## src/hdl/ple_pkg.sv

```systemverilog
// ----------------------------------------------------------------------------
// ple_pkg
// Shared types and codes for the positional list engine.
// ----------------------------------------------------------------------------
package ple_pkg;

	localparam int ValW = 32;
	localparam int PosW = 5;
	localparam int ModeW = 3;
	localparam int StatW = 2;
	localparam int CntOutW = 5;

	localparam logic [ModeW-1:0] MODE_INSERT = 3'd0;
	localparam logic [ModeW-1:0] MODE_ERASE  = 3'd1;
	localparam logic [ModeW-1:0] MODE_GETNTH = 3'd2;
	localparam logic [ModeW-1:0] MODE_COUNT  = 3'd3;
	localparam logic [ModeW-1:0] MODE_POP    = 3'd4;

	localparam logic [StatW-1:0] ST_OK     = 2'd0;
	localparam logic [StatW-1:0] ST_BADPOS = 2'd1;
	localparam logic [StatW-1:0] ST_EMPTY  = 2'd2;
	localparam logic [StatW-1:0] ST_FULL   = 2'd3;

	// command broadcast from the controller to every cell
	typedef struct packed {
		logic            ins;    // open a slot at pos, write value there
		logic            del;    // close the slot at pos
		logic            load;   // copy data into the read taps, latch match flags
		logic            step;   // move taps and flags one cell toward the head
		logic [PosW-1:0] pos;
		logic [ValW-1:0] value;
	} ple_cmd_t;

endpackage

```

## src/hdl/ple_cell.sv

```systemverilog
// ----------------------------------------------------------------------------
// ple_cell
// One list slot: holds an element, shifts it toward either neighbor on
// insert/erase, and carries a read tap and a match flag down the chain.
// ----------------------------------------------------------------------------
module ple_cell import ple_pkg::*; #(
	parameter int IDX = 0,
	parameter int LW  = 5
) (
	input  logic            clk,
	input  ple_cmd_t        cmd,
	input  logic [LW-1:0]   len,
	input  logic [ValW-1:0] left_data,
	input  logic [ValW-1:0] right_data,
	input  logic [ValW-1:0] right_tap,
	input  logic            right_flag,
	output logic [ValW-1:0] data,
	output logic [ValW-1:0] tap,
	output logic            flag
);

	localparam int CW = (LW > PosW) ? LW : PosW;

	logic [ValW-1:0] data_q;
	logic [ValW-1:0] tap_q;
	logic            flag_q;
	logic [CW-1:0]   idx_c;
	logic [CW-1:0]   pos_c;
	logic [CW-1:0]   len_c;

	assign idx_c = CW'(IDX);
	assign pos_c = CW'(cmd.pos);
	assign len_c = CW'(len);

	always_ff @(posedge clk) begin
		if (cmd.ins && idx_c > pos_c) begin
			data_q <= left_data;
		end else if (cmd.ins && idx_c == pos_c) begin
			data_q <= cmd.value;
		end else if (cmd.del && idx_c >= pos_c) begin
			data_q <= right_data;
		end
	end

	always_ff @(posedge clk) begin
		if (cmd.load) begin
			tap_q  <= data_q;
			flag_q <= (data_q == cmd.value) && (idx_c < len_c);
		end else if (cmd.step) begin
			tap_q  <= right_tap;
			flag_q <= right_flag;
		end
	end

	assign data = data_q;
	assign tap  = tap_q;
	assign flag = flag_q;

endmodule

```

## src/hdl/positional_list_engine.sv

```systemverilog
// ----------------------------------------------------------------------------
// positional_list_engine
// Ordered list of signed 32-bit values kept in a chain of cells.
// ----------------------------------------------------------------------------
// Insert, erase, pop and error cases: result registered in the cycle after the beat.
// Get nth at position p: taps load, then walk p cells toward the head.
// Count: match flags walk the whole chain into one adder.
// One request at a time; next beat taken once the result slot is free.
// arst_n clears the length, the controller and the result valid; cell
// contents are not reset.
module positional_list_engine import ple_pkg::*; #(
	parameter int CAPACITY = 16
) (
	input  logic        clk,
	input  logic        arst_n,
	input  logic        s_tvalid,
	output logic        s_tready,
	input  logic [39:0] s_tdata,  // mode[2:0], value[34:3], position[39:35]
	output logic        m_tvalid,
	input  logic        m_tready,
	output logic [47:0] m_tdata   // data_out[31:0], match_count[36:32],
	                              // status[38:37], length[43:39], zero[47:44]
);

	localparam int LW = $clog2(CAPACITY + 1);
	localparam int KW = $clog2(CAPACITY);
	localparam int CW = (LW > PosW) ? LW : PosW;

	typedef enum logic [1:0] {
		S_IDLE = 2'b01,
		S_RUN  = 2'b10
	} state_t;

	state_t state_q;
	logic [LW-1:0] len_q;
	logic [KW-1:0] cnt_q;
	logic [LW-1:0] acc_q;
	logic          is_count_q;

	logic                m_valid_q;
	logic [ValW-1:0]     out_data_q;
	logic [CntOutW-1:0]  out_match_q;
	logic [StatW-1:0]    out_stat_q;
	logic [CntOutW-1:0]  out_len_q;

	logic [ModeW-1:0] in_mode;
	logic [ValW-1:0]  in_value;
	logic [PosW-1:0]  in_pos;
	logic             take;
	logic [CW-1:0]    pos_c;
	logic [CW-1:0]    len_c;
	logic [CW-1:0]    cap_c;

	ple_cmd_t cmd;
	logic     finish;
	logic     go_run;
	logic [StatW-1:0] fin_stat;
	logic [ValW-1:0]  fin_data;
	logic [LW-1:0]    fin_len;
	logic [LW-1:0]    acc_nxt;

	logic [ValW-1:0] data_w [CAPACITY];
	logic [ValW-1:0] tap_w  [CAPACITY];
	logic            flag_w [CAPACITY];

	assign in_mode  = s_tdata[2:0];
	assign in_value = s_tdata[34:3];
	assign in_pos   = s_tdata[39:35];

	assign s_tready = (state_q == S_IDLE) && (!m_valid_q || m_tready);
	assign take     = s_tvalid && s_tready;

	assign pos_c = CW'(in_pos);
	assign len_c = CW'(len_q);
	assign cap_c = CW'(CAPACITY);

	assign acc_nxt = acc_q + LW'(flag_w[0]);

	always_comb begin
		cmd       = '0;
		cmd.value = in_value;
		cmd.pos   = (in_mode == MODE_POP) ? '0 : in_pos;
		finish    = 1'b0;
		go_run    = 1'b0;
		fin_stat  = ST_OK;
		fin_data  = '0;
		fin_len   = len_q;
		if (state_q == S_IDLE) begin
			if (take) begin
				finish = 1'b1;
				unique case (in_mode)
					MODE_INSERT: begin
						if (pos_c > len_c) begin
							fin_stat = ST_BADPOS;
						end else if (len_c == cap_c) begin
							fin_stat = ST_FULL;
						end else begin
							cmd.ins = 1'b1;
							fin_len = len_q + 1'b1;
						end
					end
					MODE_ERASE: begin
						if (pos_c >= len_c) begin
							fin_stat = ST_BADPOS;
						end else begin
							cmd.del = 1'b1;
							fin_len = len_q - 1'b1;
						end
					end
					MODE_GETNTH: begin
						if (len_q == '0) begin
							fin_stat = ST_EMPTY;
						end else if (pos_c >= len_c) begin
							fin_stat = ST_BADPOS;
						end else begin
							finish   = 1'b0;
							go_run   = 1'b1;
							cmd.load = 1'b1;
						end
					end
					MODE_COUNT: begin
						if (len_q == '0) begin
							fin_stat = ST_EMPTY;
						end else begin
							finish   = 1'b0;
							go_run   = 1'b1;
							cmd.load = 1'b1;
						end
					end
					MODE_POP: begin
						if (len_q == '0) begin
							fin_stat = ST_EMPTY;
						end else begin
							cmd.del  = 1'b1;
							fin_data = data_w[0];
							fin_len  = len_q - 1'b1;
						end
					end
					default: begin
					end
				endcase
			end
		end else begin
			// head tap of the chain holds element (start count - cnt_q) here
			if (cnt_q == '0) begin
				finish = 1'b1;
				if (!is_count_q) begin
					fin_data = tap_w[0];
				end
			end else begin
				cmd.step = 1'b1;
			end
		end
	end

	always_ff @(posedge clk or negedge arst_n) begin
		if (!arst_n) begin
			state_q   <= S_IDLE;
			len_q     <= '0;
			m_valid_q <= 1'b0;
		end else begin
			unique case (state_q)
				S_IDLE: begin
					if (go_run) begin
						state_q <= S_RUN;
					end
				end
				S_RUN: begin
					if (finish) begin
						state_q <= S_IDLE;
					end
				end
				default: state_q <= S_IDLE;
			endcase
			len_q <= fin_len;
			if (finish) begin
				m_valid_q <= 1'b1;
			end else if (m_tready) begin
				m_valid_q <= 1'b0;
			end
		end
	end

	always_ff @(posedge clk) begin
		if (go_run) begin
			is_count_q <= (in_mode == MODE_COUNT);
			cnt_q      <= (in_mode == MODE_COUNT) ? KW'(CAPACITY - 1) : KW'(in_pos);
			acc_q      <= '0;
		end else if (state_q == S_RUN) begin
			if (is_count_q) begin
				acc_q <= acc_nxt;
			end
			if (cnt_q != '0) begin
				cnt_q <= cnt_q - 1'b1;
			end
		end
		if (finish) begin
			out_data_q  <= fin_data;
			out_match_q <= (state_q == S_RUN && is_count_q) ? CntOutW'(acc_nxt) : '0;
			out_stat_q  <= fin_stat;
			out_len_q   <= CntOutW'(fin_len);
		end
	end

	for (genvar i = 0; i < CAPACITY; i++) begin : g_cell
		logic [ValW-1:0] left_d;
		logic [ValW-1:0] right_d;
		logic [ValW-1:0] right_t;
		logic            right_f;

		if (i == 0) begin : g_head
			assign left_d = '0;
		end else begin : g_mid
			assign left_d = data_w[i-1];
		end

		if (i == CAPACITY - 1) begin : g_tail
			assign right_d = '0;
			assign right_t = '0;
			assign right_f = 1'b0;
		end else begin : g_body
			assign right_d = data_w[i+1];
			assign right_t = tap_w[i+1];
			assign right_f = flag_w[i+1];
		end

		ple_cell #(
			.IDX (i),
			.LW  (LW)
		) u_cell (
			.clk        (clk),
			.cmd        (cmd),
			.len        (len_q),
			.left_data  (left_d),
			.right_data (right_d),
			.right_tap  (right_t),
			.right_flag (right_f),
			.data       (data_w[i]),
			.tap        (tap_w[i]),
			.flag       (flag_w[i])
		);
	end

	assign m_tvalid = m_valid_q;
	assign m_tdata  = {4'b0, out_len_q, out_stat_q, out_match_q, out_data_q};

endmodule
```

## config.mk

```make
export PLATFORM = sky130hd
export DESIGN_NAME = positional_list_engine
export DESIGN_NICKNAME = d
export VERILOG_FILES = /design/src/hdl/ple_pkg.sv /design/src/hdl/ple_cell.sv /design/src/hdl/positional_list_engine.sv
export SDC_FILE = /design/constraint.sdc
export NUM_CORES = 2
export LEC_CHECK = 0
export BUFFER_PORTS_ARGS = -buffer_cell sky130_fd_sc_hd__buf_4
export CAP_MARGIN = 20
export CORE_AREA = 2 2 292 294
export DETAILED_ROUTE_END_ITERATION = 7
export DIE_AREA = 0 0 294 296
export PLACE_DENSITY = 0.86
export SYNTH_ARGS = -nofsm -noshare
export SYNTH_HDL_FRONTEND = slang
export SYNTH_HIERARCHICAL = 1
export SYNTH_SLANG_ARGS = --single-unit
export TNS_END_PERCENT = 30
```

## constraint.sdc

```tcl
create_clock -name clk -period 19.7 [get_ports clk]
set_input_delay 0.985 -clock clk [delete_from_list [all_inputs] [get_ports clk]]
set_output_delay 0.985 -clock clk [all_outputs]
set_load 0.01 [all_outputs]
```

; Word-level counts from Yosys, hierarchy flattened
; Cells that the tools add are included.
; Widths: inputs -> output; s select.
[word_totals]
reg_bits = 1102
latchBits = 0
ramBits = 0
rom_bits = 0
in_bits = 44
wordCells = 412
memories = 0
[classes]
addsub = 4
n_mul = 0
div = 0
order_cmp = 50
eq_ne = 40
shifts = 0
muxes = 161
bitwise = 0
n_reduce_logical = 99
[ops]
columns = op, n
row1 = $mux 32, 85
row2 = $eq 32x32->1, 16
row3 = $logic_and 1x1->1, 67
row4 = $mux 1, 51
row5 = $reduce_bool 3->1, 15
row6 = $eq 4x5->1 const A, 8
row7 = $ge 4x5->1 const A, 8
row8 = $gt 4x5->1 const A, 8
row9 = $lt 4x5->1 const A, 8
row10 = $mux 5, 7
row11 = $eq 3x5->1 const A, 4
row12 = $ge 3x5->1 const A, 4
row13 = $gt 3x5->1 const A, 4
row14 = $lt 3x5->1 const A, 4
row15 = $mux 4, 4
row16 = $pmux 5 s3, 1
row17 = $mux 2, 6
row18 = $eq 2x5->1 const A, 2
row19 = $ge 1x5->1 const A, 2
row20 = $ge 2x5->1 const A, 2
row21 = $gt 1x5->1 const A, 2
row22 = $gt 2x5->1 const A, 2
row23 = $logic_not 5->1, 2
row24 = $lt 1x5->1 const A, 2
row25 = other kinds (27), 40

; Logic depth before layout (Yosys ltp)
[logic_depth]
ltp_word = 10
ltp_mapped = 14
depth_no_buf = 11

; Modules after synthesis
; Netlist, hierarchy kept.
[modules_own_cells]
columns = mod, n_inst, cells_per_inst, area_each_um2, seq_area_each_um2
row1 = ple_cell (g_cell[12].u_cell), 1, 266, 3465.8, 1951.9
row2 = ple_cell (g_cell[1].u_cell), 1, 257, 3453.3, 1951.9
row3 = ple_cell (g_cell[3].u_cell), 1, 261, 3452.1, 1951.9
row4 = ple_cell (g_cell[14].u_cell), 1, 260, 3444.6, 1951.9
row5 = ple_cell (g_cell[5].u_cell), 1, 261, 3440.8, 1951.9
row6 = ple_cell (g_cell[6].u_cell), 1, 260, 3440.8, 1951.9
row7 = ple_cell (g_cell[8].u_cell), 1, 265, 3433.3, 1951.9
row8 = ple_cell (g_cell[15].u_cell), 1, 259, 3424.5, 1951.9
row9 = ple_cell (g_cell[4].u_cell), 1, 261, 3420.8, 1951.9
row10 = ple_cell (g_cell[11].u_cell), 1, 260, 3417.0, 1951.9
row11 = ple_cell (g_cell[2].u_cell), 1, 260, 3415.8, 1951.9
row12 = ple_cell (g_cell[7].u_cell), 1, 258, 3393.3, 1951.9
row13 = ple_cell (g_cell[13].u_cell), 1, 263, 3360.7, 1951.9
row14 = ple_cell (g_cell[9].u_cell), 1, 230, 3323.2, 1951.9
row15 = +3 rows, -, -, -, -

; Worst setup path after synthesis
; Ideal clock, no wire load.
[synth_timing]
path_kind = in2reg
from = in s_tdata[39]
to = reg g_cell[2].u_cell.data_q[0] (enable)
setup_time_ns = 0.502
t_arrival_ns = 6.448
required_time_ns = 19.198
slack_ns = 12.750
stages = 7
path_cell_list = ha_1 > nand4_1 > or2_2 > a21oi_2 > and2_0 > o21ai_0 > nor4_1
[synth_rtl]
columns = item, line
row1 = start: declaration, positional_list_engine.sv:18  ; input logic [39:0] s_tdata,
row2 = end signal: assignment, ple_cell.sv:37  ; data_q <= left_data;
row3 = end signal: assignment, ple_cell.sv:39  ; data_q <= cmd.value;
row4 = end signal: assignment, ple_cell.sv:41  ; data_q <= right_data;
row5 = end: declaration, ple_cell.sv:24  ; logic [ValW-1:0] data_q;

; Worst setup path in the final report
[layout_timing]
from = reg len_q[4] (netlist: len_c[4])
to = reg g_cell[5].u_cell.tap_q[8] (data pin)
[layout_between]
elab_chain_cells = 7
[layout_lines]
columns = item, line
row1 = start: declaration, positional_list_engine.sv:35  ; logic [LW-1:0] len_q;
row2 = start signal: assignment, positional_list_engine.sv:175  ; len_q <= fin_len;
row3 = $ge 5x5->1, positional_list_engine.sv:113  ; end else if (pos_c >= len_c) begin
row4 = $mux 1, positional_list_engine.sv:113
row5 = $mux 1, positional_list_engine.sv:111  ; if (len_q == '0) begin
row6 = $pmux 1 s2 (*), positional_list_engine.sv:91  ; unique case (in_mode)
row7 = $mux 3 (*), positional_list_engine.sv:89  ; if (take) begin
row8 = $mux 3 (*), positional_list_engine.sv:88  ; if (state_q == S_IDLE) begin
row9 = $mux 32 (*), ple_cell.sv:46  ; if (cmd.load) begin
row10 = end signal: assignment, ple_cell.sv:47  ; tap_q <= data_q;
row11 = end signal: assignment, ple_cell.sv:50  ; tap_q <= right_tap;
row12 = end: declaration, ple_cell.sv:25  ; logic [ValW-1:0] tap_q;
; Every way passes the cells marked *; elsewhere a longest branch is shown, timed or not.
; A chain may end at the register's enable or synchronous reset.

==> results.json <==
{
  "status": "finished, violations left",
  "failed_checks": "DRC",
  "fin_skew_ns": 0.0318,
  "grt_max_degree": 79,
  "ant_nets": 0,
  "h-tree-depth": 3,
  "grt_pass1_vias": 39200,
  "worst_path_most_repeated_cell": "buf_4",
  "setup_viol": 0,
  "root_buffer": "clkbuf_16",
  "antenna_found_initial": 2,
  "track_usage_pct": 40.4,
  "cp_cell_sequence": "inv_1 > ha_1 > a21oi_1 > o21ai_0 > nor2_1 > o21a_1 > nor2b_4 > buf_4 > buf_4 > buf_4 > buf_4 > mux2_2",
  "critPathMaxStageDelay_ns": 0.89,
  "ys_ff_latch": 1102,
  "rsz0062_at_grt": "false",
  "netlist_area_um2": 57600,
  "grt_overflow": 0,
  "rr_endpoint": "g_cell[5].u_cell/tap[8]",
  "period_needed_ns": 7.13,
  "clk_latency_ns": 0.69,
  "worstPathArrival_ns": 7.55,
  "route.vias.total": 39600,
  "initial_utilization_pct": 68.4,
  "cts_tree": "done",
  "clockBufferDepth": 3,
  "critPathKind": "reg -> reg",
  "cp.required_ns": 20.13,
  "p_leak_nw": 22.1,
  "ys_top_cells_by_count": "edfxtp_1 (1089), mux2_2 (455), xor2_1 (423)",
  "rrSetupSlack_ns": 12.57,
  "synth_cells": 4336,
  "dp_hpwl_um": 116000,
  "async_flop_share_pct": 0.726,
  "dieArea_um2": 87000,
  "wl_per_cell_um": 31.7,
  "startpoint_type": "register",
  "grt_first_pass_wirelength_um": 257000,
  "cp.buffers_inverters": 5,
  "cts_sinks": 1102,
  "gp_congestion": 0.926,
  "fillCellCount": 5268,
  "yosys.cell_count.top_type": "edfxtp_1",
  "tritoncts.num_buffers": 113,
  "ys.flop_type": "edfxtp_1",
  "crit_family": "buffers and inverters",
  "io_buffer_count": 89,
  "num_antenna_cells": 0,
  "period_share_pct": 36.2,
  "cp-end-kind": "register",
  "layout-drive-gt1-share_pct": 19.8,
  "cap_violations": 0,
  "post_cts_resized": 0,
  "synth_area_leader_cell": "edfxtp_1",
  "hold_path.class": "in -> async",
  "viasPerCell": 7.03,
  "ys_types": 100,
  "io_pins": 94,
  "clk_pin_slew_worst_paths_ns": 0.06,
  "report.final.slew_viol_count": 0,
  "die_y_um": 296,
  "ys_warn_count": 6,
  "layout.cells.non_filler": 5632,
  "slew_headroom_pct": 16.0,
  "first_pass_iters": 8,
  "drc_errors": 30,
  "yosysSeqAreaShare_pct": 57.3,
  "post_cts_buffers": 0,
  "r2r_start": "len_c[4]",
  "die_w_um": 294,
  "synth_edf_count": 1089,
  "r2r_cells": 12,
  "num_rows": 107,
  "place_inst": 5421,
  "vdd_ir_drop_max_mv": 0.0772,
  "synth_top_area_share_pct": 56.8,
  "fin_nets": 4501,
  "cpMaxStageDelayCell": "buf_4",
  "routed_wl_um": 178000,
  "drtIter0Drc": 6344,
  "power_density_nw_per_um2": 96.3,
  "postCtsHoldBufs": 0,
  "worstPathMaxFanout": 74,
  "fin_setup_tns_ns": 0,
  "max_freq_mhz": 140,
  "syn_area_per_cell_um2": 13.3,
  "tightest_slew_ns": 1.25,
  "hold_viol": 0,
  "area_growth_pct": 8.65,
  "yosys-top-cells-area": "edfxtp_1 (57%), mux2_2 (8.9%), mux2i_1 (6.7%)",
  "core_um2": 84200
}
==> registers in the layout, indices dropped and copies added (netlist names) <==
| name | count |
|---|---|
| g_cell.u_cell/data | 512 |
| g_cell.u_cell/tap | 512 |
| out_data_q | 32 |
| g_cell.u_cell/flag | 16 |
| acc_q | 5 |
| len_c | 5 |
| out_len_q | 5 |
| out_match_q | 5 |
| cnt_q | 4 |
| out_stat_q | 2 |
| state_q | 2 |
| is_count_q | 1 |
| m_tvalid | 1 |
==> worst max path at each step <==
stage                start                        to  slack (ns)  cells after the start
6_report          len_c[4]   g_cell[5].u_cell/tap[8]       12.57                     12
3_5_place_dp   s_tdata[39]     g_cell[3].u_cell/flag       12.70                     13
3_3_place_gp   s_tdata[39]   g_cell[5].u_cell/tap[6]       12.75                     12
2_1_floorplan  s_tdata[39]  g_cell[2].u_cell/data[0]       12.75                      7
5_1_grt           len_c[4]     g_cell[3].u_cell/flag       12.28                     13
4_1_cts           len_c[4]     g_cell[3].u_cell/flag       12.78                     13
==> through the flow <==
step	utilization (%)	total power [mW]	hold WS (ns)	cell area (µm²)	worst slack [ns]
2_1_floorplan	-	3.60	0.460	57800	12.75
3_3_place_gp	70.1	3.96	0.480	59000	12.75
3_5_place_dp	70.2	3.99	0.486	59100	12.70
4_1_cts	74.3	6.00	0.0994	62500	12.78
5_1_grt	74.3	6.16	0.0992	62600	12.28
6_report	74.3	6.03	0.117	62600	12.57
==> cells by family (layout without fill, tap and decap cells) <==
group                      Yosys count  after routing  synth area share, %
DFF                               1102           1102                 57.3
AOI/OAI and AO/OA                  617            617                 6.68
xor gates and xnor gates           510            510                 7.77
and+or+nand+nor                    875            875                 7.29
buffers and inverters              289            427                 3.13
adders and majority gates           10             10                0.217
other                                1             69              0.00651
muxes                              932            932                 17.6
==> power by group <==
part | leakage (nW) | internal (mW) | switching (mW) | total [mW]
logic | 10.4 | 0.323 | 0.540 | 0.864
registers | 10.1 | 2.94 | 0.176 | 3.12
clock network | 1.68 | 1.13 | 0.916 | 2.04
total | 22.1 | 4.39 | 1.63 | 6.03
==> per-layer routing <==
layer	up-vias	GRT usage, %	routed length (µm)
met3	876	8.67	21300
met4	0	29.9	16200
li1	16400	-	-
met1	19000	49.3	58800
met2	3278	64.1	82100
met5	-	0	0
==> cell type report <==
cell class / instances / area [µm²] / share of cell area [%]
flip-flops and latches: 1102 / 33000 / 52.8
multi-input cells: 3013 / 23300 / 37.2
clock buffers: 150 / 3020 / 4.82
well taps: 1090 / 1360 / 2.18
repair buffers: 158 / 1230 / 1.97
clock inverters: 60 / 443 / 0.708
inverters: 59 / 221 / 0.354
==> cell usage in the layout, fill, tap and decap left out, types with 69 or more instances in the layout <==
cell	netlist	final
nand2_1	332	332
xnor2_1	86	86
nor2_1	236	231
conb_1	1	69
o21ai_1	150	148
mux2_2	455	455
mux2i_1	388	388
clkbuf_16	0	114
a21oi_1	205	203
buf_4	15	154
xor2_1	423	423
edfxtp_1	1089	1089
nor4_1	105	104
Power figures use the tool's default switching activity.
